<file path="src/design/ptw_div.sv">
// Restoring divider, one quotient bit per cycle: 24-bit dividend / 16-bit divisor.
// No dependencies.
module ptw_div (
    input  logic        i_clk,
    input  logic        i_rst_n,
    input  logic        i_start,
    input  logic [23:0] i_dividend,
    input  logic [15:0] i_divisor,
    output logic        o_done,
    output logic [23:0] o_quot
);
    logic [23:0] r_quot, n_quot;
    logic [16:0] r_rem, n_rem;
    logic [4:0]  r_cnt;
    logic        r_busy;
    logic [15:0] r_div;
    logic [17:0] w_trial;

    assign w_trial = {r_rem, r_quot[23]} - {2'b0, r_div};
    always_comb begin
        n_quot = {r_quot[22:0], 1'b0};
        n_rem  = {r_rem[15:0], r_quot[23]};
        if (!w_trial[17]) begin
            n_rem     = w_trial[16:0];
            n_quot[0] = 1'b1;
        end
    end

    always_ff @(posedge i_clk) begin
        if (!i_rst_n) begin
            r_busy <= 1'b0;
            o_done <= 1'b0;
            r_cnt  <= '0;
        end else begin
            o_done <= 1'b0;
            if (i_start) begin
                r_busy <= 1'b1;
                r_cnt  <= 5'd23;
                r_quot <= i_dividend;
                r_rem  <= '0;
                r_div  <= (i_divisor == 16'd0) ? 16'd1 : i_divisor;
            end else if (r_busy) begin
                r_quot <= n_quot;
                r_rem  <= n_rem;
                if (r_cnt == 5'd0) begin
                    r_busy <= 1'b0;
                    o_done <= 1'b1;
                end else begin
                    r_cnt <= r_cnt - 5'd1;
                end
            end
        end
    end
    assign o_quot = r_quot;
endmodule

</file>
<file path="config.mk">
export PLATFORM = sky130hd
export DESIGN_NAME = ptw_div
export DESIGN_NICKNAME = d
export VERILOG_FILES = /design/src/design/ptw_div.sv
export SDC_FILE = /design/constraint.sdc
export NUM_CORES = 1
export LEC_CHECK = 0
export BUFFER_PORTS_ARGS = -buffer_cell sky130_fd_sc_hd__buf_2
export CORE_ASPECT_RATIO = 0.9
export CORE_MARGIN = 3
export CORE_UTILIZATION = 55
export DETAILED_ROUTE_END_ITERATION = 10
export GPL_ROUTABILITY_DRIVEN = 0
export MAX_ROUTING_LAYER = met4
export PLACE_DENSITY = 0.9
export SYNTH_ARGS = -nofsm -noshare
export SYNTH_HDL_FRONTEND = slang
export SYNTH_SLANG_ARGS = --single-unit
</file>
<file path="constraint.sdc">
create_clock -name i_clk -period 8.2 [get_ports i_clk]
set_input_delay 2.05 -clock i_clk [delete_from_list [all_inputs] [get_ports i_clk]]
set_output_delay 2.05 -clock i_clk [all_outputs]
set_load 0.02 [all_outputs]
</file>
==> results.json <==
{
  "start_kind": "input pin",
  "grt_start_max_net_pins": 46,
  "synth_commonest_cells": "57 x edfxtp_1, 23 x mux2_2, 21 x clkbuf_1, 21 x inv_1, 19 x a21oi_1",
  "post_route_cells_drive_above_1_share_pct": 31.0,
  "final-setup-viol-count": 0,
  "power.static_leakage_nw": 1.69,
  "core-area_um2": 6280,
  "cts_repair_resize_count": 0,
  "clock_path_buffers": 2,
  "drt_wl_total_um": 8540,
  "crit_required_ns": 8.30,
  "postRouteAntennaNets": 0,
  "die_h_um": 83.5,
  "post-synth-top-count-cell": "edfxtp_1",
  "synthesized_instance_count": 325,
  "placement.io_buffers": 67,
  "post-synth-top-area-fraction_pct": 46.7,
  "finalInstanceArea_um2": 4180,
  "share_of_the_clock_period_used_by_the_worst_path_pct": 47.1,
  "synth.net_count": 387,
  "postPlaceCellArea_um2": 4000,
  "avgViaCountPerCell": 6.02,
  "antennaDiodeCount": 0,
  "top_level_ports": 68,
  "cts_buffer_count": 9,
  "worst_clock_skew_ns": 0.00930,
  "instance_count_along_the_most_critical_hold_path": 1,
  "drtIter0Drc": 255,
  "post-place-cells": 453,
  "grt_pass1_wl_um": 13900,
  "holdCritPathClass": "reg -> reg",
  "finish.net_count": 439,
  "final_critical_path_setup_slack_ns": 4.34,
  "hpwl_reported_at_the_end_of_detailed_placement_um": 6190,
  "critPathArrivalTime_ns": 3.96,
  "drtPass1Iterations": 4,
  "power.density_cell_area_nw_per_um2": 214,
  "yosysSeqAreaShare_pct": 50.5,
  "detail_route.wl_per_cell_um": 18.3,
  "reg2reg_slack_ns": 4.72,
  "globalRouteOverflowTotal": 0,
  "global_route.usage.total_pct": 24.0,
  "netlist.top_cell.by_area": "edfxtp_1",
  "yosys_warnings": 0,
  "tritoncts_clock_tree": "built",
  "rsz0062_at_grt": "false",
  "clockRootBuffer": "clkbuf_8",
  "maxSlewHeadroom_pct": 42.8,
  "pre_cts_ws_ns": 4.02,
  "synth-seq-cells": 64,
  "layout.filler_cells": 471,
  "layout.core_utilization_pct": 66.5,
  "syn-cell-area_um2": 3670,
  "post_cts_buffers": 0,
  "crit_fanout": 45,
  "synth_flop_cell": "edfxtp_1",
  "final_cells": 468,
  "timing.critical_path.to_type": "register",
  "power.ir.vdd_worst_uv": 150,
  "number_of_unique_standard_cell_types_used_by_synthesis": 55,
  "remaining_drc_errors": 0,
  "worstRegToRegCells": 7,
  "crit_type": "in -> reg",
  "first_global_vias": 2850,
  "syn_avg_cell_area_um2": 11.3,
  "finalHoldWorstSlack_ns": 0.562,
  "cts_sinks": 64,
  "dieWidth_um": 92.1,
  "finalHoldViolations": 0,
  "netlist_top_cells_area": "edfxtp_1 47%, mux2_2 7.1%, ha_1 6.1%, dfxtp_1 3.8%, a21oi_1 2.6%",
  "status": "finished, final reports clean",
  "number_of_antenna_violations_at_the_first_check_in_global_routing": 0,
  "number_of_enable_flip_flop_cells_after_synthesis": 57,
  "synth-async-reset-ratio_pct": 0,
  "final.min_clock_period_ns": 3.86,
  "initial_util_pct": 58.4,
  "syn2layout_area_growth_pct": 14.0,
  "tightest_slew_ns": 0.859,
  "route.vias.total": 2818,
  "fmaxAchievable_mhz": 259,
  "max_cap_violations": 0,
  "worst_skew_pair.late_latency_ns": 0.34,
  "cts.hold.buffers_added": 0,
  "h-tree-depth": 3,
  "clk_transition_reported_paths_ns": 0.07,
  "report.power.total_uw": 894,
  "timing_max_transition_violations_final": 0,
  "design.die.area_um2": 7690,
  "placement_rows": 27,
  "final.setup.tns_ns": 0
}
[cell type report]
class / instances / area (µm²) / area share [%]
clock inverters: 5 / 58.8 / 1.41
clock buffers: 10 / 128 / 3.05
multi-input cells: 211 / 1600 / 38.3
well taps: 87 / 109 / 2.60
flip-flops and latches: 64 / 1850 / 44.3
repair buffers: 69 / 350 / 8.38
inverters: 22 / 82.6 / 1.97
[layout by cell type (no fill, tap or decap), drive strengths merged, types with 2 or more instances in the layout]
master	n
a21boi	5
o211ai	8
o31ai	5
a21oi	21
mux2	23
inv	21
o41ai	2
o21a	3
a2111oi	2
edfxtp	57
nand2	16
xnor2	9
a211oi	3
or4	3
clkinv	3
o21ai	18
nand2b	4
a21o	5
nor2b	2
nand3	9
and2	2
nor4	9
buf	69
xor2	4
o211a	2
clkinvlp	2
ha	18
dfxtp	7
clkbuf	10
a31o	8
nor3	3
nor2	9
[registers in the layout (all words and copies together), names as in the netlist]
| register | cells |
|---|---|
| o_done | 1 |
| r_cnt | 5 |
| r_div | 16 |
| r_rem | 17 |
| o_quot | 24 |
| r_busy | 1 |
[report_power, final]
group | internal, mW | switching, mW
registers | 0.390 | 0.0165
logic | 0.0922 | 0.134
clock network | 0.139 | 0.123
total | 0.621 | 0.274
[routing by layer]
layer,part of all wire (%),global-route usage [%],vias up,wire [µm]
li1,-,-,1326,-
met1,38,27.6,1366,3290
met2,53,40.7,106,4520
met3,6.2,4.96,20,530
met4,2.4,10.1,0,205
met5,0,-,-,0
[path summary, 6_finish.rpt]
check                                            start                      end
worst max-delay path                           i_start   r_rem[8]$_SDFFCE_PP0P_
worst min-delay path                 r_busy$_SDFF_PN0_        o_done$_SDFF_PP0_
worst max register to register  r_rem[7]$_SDFFCE_PP0P_  r_rem[14]$_SDFFCE_PP0P_
worst min register to register       r_busy$_SDFF_PN0_        o_done$_SDFF_PP0_
[critical path, stage by stage]
cell and delay [ns]:
buf_2 0.65, clkinv_1 0.72, o211a_1 0.32, a31o_2 0.20
[kinds of logic after synthesis]
kind of cell | after synthesis | synth area share, %
multiplexers | 24 | 7.34
AND/OR/NAND/NOR | 64 | 9.31
buffers and inverters | 50 | 5.83
adder cells (fa/ha/maj) | 19 | 6.69
XOR/XNOR | 13 | 3.10
AO/OA/AOI/OAI | 91 | 17.2
flip-flops | 64 | 50.5
Power figures use the tool's default switching activity.
