<file path="src/design/ptw_ram.sv">
// Generic single-port-write, single-read RAM with registered read data.
// No dependencies.
module ptw_ram #(
    parameter int WIDTH = 8,
    parameter int DEPTH = 16
) (
    input  logic                     i_clk,
    input  logic                     i_we,
    input  logic [$clog2(DEPTH)-1:0] i_waddr,
    input  logic [WIDTH-1:0]         i_wdata,
    input  logic [$clog2(DEPTH)-1:0] i_raddr,
    output logic [WIDTH-1:0]         o_rdata
);
    logic [WIDTH-1:0] r_mem [DEPTH];

    always_ff @(posedge i_clk) begin
        if (i_we) begin
            r_mem[i_waddr] <= i_wdata;
        end
        o_rdata <= r_mem[i_raddr];
    end
endmodule

</file>
<file path="config.mk">
export PLATFORM = sky130hd
export DESIGN_NAME = ptw_ram
export DESIGN_NICKNAME = d
export VERILOG_FILES = /design/src/design/ptw_ram.sv
export SDC_FILE = /design/constraint.sdc
export NUM_CORES = 1
export LEC_CHECK = 0
export BUFFER_PORTS_ARGS = -buffer_cell sky130_fd_sc_hd__buf_2
export CAP_MARGIN = 0
export CORE_MARGIN = 5
export CORE_UTILIZATION = 30
export CTS_BUF_LIST = sky130_fd_sc_hd__clkbuf_4 sky130_fd_sc_hd__clkbuf_8
export DETAILED_ROUTE_END_ITERATION = 12
export MAX_ROUTING_LAYER = met4
export PLACE_DENSITY = 0.45
export SETUP_SLACK_MARGIN = 0.1
export SKIP_CTS_REPAIR_TIMING = 1
export SLEW_MARGIN = 20
export SYNTH_ARGS = -nofsm -noshare
export SYNTH_HDL_FRONTEND = slang
export SYNTH_SLANG_ARGS = --single-unit
</file>
<file path="constraint.sdc">
create_clock -name i_clk -period 1.9 [get_ports i_clk]
set_clock_uncertainty 0.1 [all_clocks]
set_input_delay 0.095 -clock i_clk [delete_from_list [all_inputs] [get_ports i_clk]]
set_output_delay 0.095 -clock i_clk [all_outputs]
set_load 0.03 [all_outputs]
</file>
==> results of run 1 <==
[placed cells by master, fill, tap and decap left out, types with 2 or more instances in the layout]
master and count:
edfxtp_1 128, buf_2 25, buf_4 20, mux4_2 18
clkbuf_8 17, a22oi_1 16, mux4_1 14, nor2_1 13
nand2_1 9, dlygate4sd3_1 8, dfxtp_1 8, bufinv_16 6
clkinv_1 5, nor3_1 4, clkbuf_4 3, nand3b_1 2
nand2b_1 2, buf_12 2
[state kept, by name, indices dropped and copies added, names as in the netlist]
name,cells
r_mem,128
o_rdata,8
[worst max path at each step]
stage                       endpoint  slack, ns  cells past startpoint
4_1_cts           o_rdata[1]$_DFF_P_       0.41                      3
3_3_place_gp      o_rdata[3]$_DFF_P_       0.22                      5
5_1_grt           o_rdata[3]$_DFF_P_       0.33                      3
3_5_place_dp      o_rdata[1]$_DFF_P_       0.22                      5
6_report          o_rdata[1]$_DFF_P_       0.43                      3
2_1_floorplan  r_mem[0][0]$_DFFE_PP_       0.21                      2
[power by group through the flow]
stage | logic, mW | registers (mW) | clock network [mW]
after floorplan | 0.170 | 3.47 | 0
after CTS | 0.362 | 3.37 | 2.81
after detailed placement | 0.361 | 3.43 | 0
final | 0.364 | 3.37 | 2.73
after global routing | 0.398 | 3.37 | 2.95
after global placement | 0.356 | 3.43 | 0
[layout make-up]
type | count | area (um^2) | area share (%)
sequential | 136 | 4000 | 64.7
multi-input combinational | 83 | 1060 | 17.1
timing repair buffer | 55 | 395 | 6.39
tap | 220 | 275 | 4.45
clock buffer | 20 | 256 | 4.14
clock inverter | 12 | 204 | 3.29
[worst reg2reg max path, delay by kind of cell (launching register included)]
family / cells / cell delay (ns)
AND/OR/NAND/NOR: 1 / 0.09
AO/OA/AOI/OAI: 1 / 0.27
multiplexers: 1 / 0.54
flip-flops: 1 / 0.37
[through the flow]
step,hold WS (ns),total power [mW],area [um^2]
2_1_floorplan,0.0939,3.64,5150
3_3_place_gp,0.387,3.79,5650
3_5_place_dp,0.403,3.79,5650
4_1_cts,-0.0760,6.54,6110
5_1_grt,0.0679,6.71,6190
6_report,0.0838,6.46,6190
[routing by layer]
layer	routed length [um]	share of wire [%]	track usage [%]
met1	4660	45	14.5
met2	5100	50	17.3
met3	348	3.4	3.01
met4	191	1.9	4.90
met5	0	0	-
[cell families after synthesis]
| group | count (synthesis) | share of synthesized area (%) |
|---|---|---|
| DFF | 136 | 77.8 |
| AOI/OAI and AO/OA | 16 | 2.33 |
| and+or+nand+nor | 35 | 3.18 |
| buffers and inverters | 10 | 1.68 |
| muxes | 32 | 15.0 |
==> results.json, run 1 <==
{
  "status": "completed",
  "rsz0062_at_grt": "no",
  "root_buffer": "clkbuf_8",
  "syn_to_final_growth_pct": 20.3,
  "finalNonFillerCells": 526,
  "design.core.area_mm2": 0.0167,
  "nNetsFinal": 311,
  "holdPathStages": 3,
  "ys_warn_count": 0,
  "syn_nets": 247,
  "reg2regPathDepth": 3,
  "crit_path_max_incr_delay_ns": 0.54,
  "routed_wl_um": 10300,
  "gr-total-overflow": 0,
  "die_h_um": 141,
  "path_buf_inv": 0,
  "pin_count": 26,
  "slew_headroom_pct": 70.9,
  "tritoncts": "done",
  "start_kind": "flop",
  "required_ns": 2.11,
  "first_pass_iters": 4,
  "p_sw_mw": 1.24,
  "synth.avg_cell_area_um2": 22.5,
  "cts_max_level": 4,
  "die_area_mm2": 0.0199,
  "power_frac_seq_pct": 52.1,
  "cp.arrival_ns": 1.68,
  "cap_violations": 0,
  "avgViaCountPerCell": 4.60,
  "clk-insertion-delay-late_ns": 0.43,
  "p_int_mw": 5.22,
  "post-route-period-util_pct": 77.4,
  "clock-sinks": 136,
  "cts_buffer_depth": 2,
  "clkTransAtPathRegs_ns": 0.07,
  "rows": 47,
  "worst_pin_slew_ns": 0.436,
  "synth_cells": 229,
  "antennaDiodeCount": 0,
  "swShare_pct": 19.3,
  "period_needed_ns": 1.47,
  "io_buffer_count": 25,
  "power_frac_comb_pct": 5.6,
  "ys_seq_area_share_pct": 77.8,
  "ir_drop_mv": 0.417,
  "drtIter0Drc": 147,
  "cpMaxStageDelayCell": "mux4_1",
  "fin_util_pct": 37.1,
  "end_kind": "flop",
  "report.final.slew_viol_count": 0,
  "synth-main-ff-cell": "edfxtp_1",
  "dp_slack_ns": 0.221,
  "grt_antenna_before_repair": 0,
  "synth_edf_count": 128,
  "synthesis.area_mm2": 0.00515,
  "synth_seq_cells": 136,
  "synth_commonest_cells": "edfxtp_1, mux4_2, a22oi_1",
  "fmax_ghz": 0.680,
  "powerDensity_mw_per_mm2": 1040,
  "power.leakage_nw": 2.09,
  "r2r_slack_ns": 0.43,
  "avgRoutedWirePerCell_um": 19.6,
  "cts_buffers": 17,
  "yosysTopAreaCell": "edfxtp_1",
  "grtUsageTotal_pct": 11.4,
  "setup_viol": 0,
  "yosys-top-cells-area": "edfxtp_1, mux4_2, mux4_1, dfxtp_1, a22oi_1",
  "fp.dieW_um": 141,
  "grt_pass1_wl_um": 15800,
  "hold_path.class": "in2reg",
  "critPathMaxFanout": 1,
  "fillers": 1573,
  "grt_pass1_vias": 2593,
  "layout-drive-gt1-share_pct": 30.4,
  "synth_top_area_share_pct": 74.7,
  "cp-startpoint": "r_mem[5][1]$_DFFE_PP_",
  "worstHoldStart": "i_waddr[2]",
  "dr_total_vias": 2417,
  "ys_async_sr_fraction_pct": 0,
  "min_to": "r_mem[3][7]$_DFFE_PP_",
  "yosysMostFrequentCell": "edfxtp_1",
  "gp_congestion": 0.699,
  "power_frac_clock_pct": 42.2,
  "ant_nets": 0,
  "grt_max_degree": 33,
  "cp_top_family": "multiplexers",
  "rr_endpoint": "o_rdata[1]$_DFF_P_",
  "hold_viol": 0,
  "route.detailed.drc": 0,
  "synth.distinct_cells": 19,
  "start_util_pct": 30.8,
  "setup_tns_ns": 0,
  "path_class": "reg2reg",
  "timing.final.ws_setup_ns": 0.430,
  "r2r-start": "r_mem[5][1]$_DFFE_PP_",
  "place_inst": 486,
  "dp_hpwl_um": 6680,
  "crit_chain": "mux4_1 -> a22oi_1 -> nand2_1"
}
Note: power is estimated with default switching activity, not from simulation.
==> inputs of run 2 (changes only) <==
Clock period 1.9 ns to 1.5 ns, I/O delays scaled along.
==> run 2 against run 1 <==
Effect of this change:
- critical path depth stayed put
- cell area hardly changed
- sequential cell count stayed put
- final cell count is 0.19% higher
- count of clock-buffer cells in the layout is 1 higher
- worst setup slack worse by 0.33 ns
- sequential share of layout area is 0.052 points higher
- first-iteration DRC count is 24% lower
- die area stayed put
- global-route usage is 0.30 points higher
- highest routed layer unchanged
- largest cell class unchanged
- clock power is 11% higher
==> results.json, run 2 (synthesis gave the netlist of run 1 again) <==
{
  "avgViaCountPerCell": 4.60,
  "layout-drive-gt1-share_pct": 36.2,
  "regMostFlops": "r_mem",
  "setup_viol": 0,
  "design.core.area_mm2": 0.0167,
  "seq_area_mm2": 0.00400,
  "wl_met1_um": 4650,
  "gp_congestion": 0.686,
  "wl_met3_um": 270,
  "cp.arrival_ns": 1.62,
  "clk-insertion-delay-late_ns": 0.43,
  "grt_max_degree": 19,
  "timing.final.ws_setup_ns": 0.0984,
  "dr_total_vias": 2425,
  "multi_input_area_mm2": 0.00107,
  "rsz0062_at_grt": "yes",
  "power_frac_seq_pct": 54.9,
  "clock-sinks": 136,
  "post-route-period-util_pct": 93.4,
  "grt_pass1_wl_um": 16200,
  "worst_pin_slew_ns": 0.770,
  "antennaDiodeCount": 0,
  "pin_count": 26,
  "power_frac_comb_pct": 6.3,
  "tritoncts": "done",
  "dp_hpwl_um": 6930,
  "io_buffer_count": 25,
  "cts_max_level": 4,
  "top_layer": "met4",
  "cts_buffers": 17,
  "drtIter0Drc": 111,
  "status": "completed",
  "dp_slack_ns": -0.143,
  "ir_drop_mv": 0.529,
  "cp_top_family": "multiplexers",
  "crit_chain": "mux4_1 -> a22oi_2 -> nand2_1",
  "grt_pass1_vias": 2580,
  "slew_headroom_pct": 48.5,
  "setup_tns_ns": 0,
  "gr-total-overflow": 0,
  "path_class": "reg2reg",
  "final_common_cell": "edfxtp_1",
  "die_h_um": 141,
  "fin_util_pct": 37.0,
  "fillers": 1532,
  "root_buffer": "clkbuf_8",
  "end_kind": "flop",
  "ant_nets": 0,
  "p_int_mw": 6.22,
  "grtUsageTotal_pct": 11.7,
  "fmax_ghz": 0.713,
  "critPathMaxFanout": 1,
  "power.leakage_nw": 2.06,
  "avgRoutedWirePerCell_um": 19.8,
  "routed_wl_um": 10500,
  "largest_reg_flops": 128,
  "report.final.slew_viol_count": 0,
  "grt_antenna_before_repair": 0,
  "path_buf_inv": 0,
  "die_area_mm2": 0.0199,
  "fp.dieW_um": 141,
  "period_needed_ns": 1.40,
  "cap_violations": 0,
  "cts_buffer_depth": 2,
  "hold_viol": 0,
  "nNetsFinal": 312,
  "clkTransAtPathRegs_ns": 0.07,
  "powerDensity_mw_per_mm2": 1260,
  "swShare_pct": 20.1,
  "hold_path.class": "in2reg",
  "syn_to_final_growth_pct": 20.2,
  "final_cell_mix": "edfxtp_1, mux4_2, buf_2",
  "p_sw_mw": 1.57,
  "cpMaxStageDelayCell": "mux4_1",
  "start_util_pct": 30.8,
  "crit_path_max_incr_delay_ns": 0.56,
  "rows": 47,
  "first_pass_iters": 4,
  "route.detailed.drc": 0,
  "required_ns": 1.72,
  "power_frac_clock_pct": 38.8,
  "reg.largest.list": "r_mem x128, o_rdata x8",
  "route.met2.wl_um": 5310,
  "start_kind": "flop"
}
## run 2: changes by cell type in the layout (fill, tap and decap cells not counted), moves of 2 or more
cell	change
a22oi_1	-7
a22oi_2	+7
mux4_1	-7
mux4_2	+7
clkinv_2	+4
bufinv_16	-3
clkbuf_8	+3
buf_12	+2
clkbuf_4	-2
clkinv_1	-2
## run 2: final cells by class
class                           instances  area share, %
Sequential cell                       136           64.7
Multi-Input combinational cell         83           17.3
Timing Repair Buffer                   56           6.92
Clock buffer                           21           4.57
Tap cell                              220           4.45
Clock inverter                         11           2.04
## run 2: power by group through the flow
stage               clock network (mW)  logic (mW)  registers (mW)
floorplan                            0       0.216            4.40
global route                      3.31       0.537            4.27
detailed placement                   0       0.471            4.35
global placement                     0       0.466            4.35
finish                            3.02       0.492            4.27
CTS                               3.12       0.472            4.27
## run 2: per-stage QoR
stage          hold slack [ns]  total power [mW]  std cells  area [um^2]
6_report                0.0759              7.78        527         6190
3_5_place_dp             0.379              4.82        487         5690
4_1_cts                 -0.102              7.86        519         6100
5_1_grt                 0.0824              8.12        527         6190
2_1_floorplan           0.0739              4.61        229         5150
3_3_place_gp             0.364              4.82        487         5690
## run 2: metal layers
metal  GRT usage, %  up-vias
met3           3.18       18
met1           14.2     1278
met4           5.35        0
li1               -     1090
met2           18.3       39
met5              -        -
## run 2: path summary, 6_finish.rpt
kind,start,end,slack (ns),cells past startpoint
min reg2reg,r_mem[15][4]$_DFFE_PP_,o_rdata[4]$_DFF_P_,0.57,3
min,i_raddr[1],o_rdata[7]$_DFF_P_,0.08,4
max reg2reg,r_mem[5][1]$_DFFE_PP_,o_rdata[1]$_DFF_P_,0.1,3
max,r_mem[5][1]$_DFFE_PP_,o_rdata[1]$_DFF_P_,0.1,3
## run 2: worst register-to-register path, cell delays in order (launching register included)
cell and delay (ns):
edfxtp_1 0.35, mux4_1 0.56, a22oi_2 0.20, nand2_1 0.08
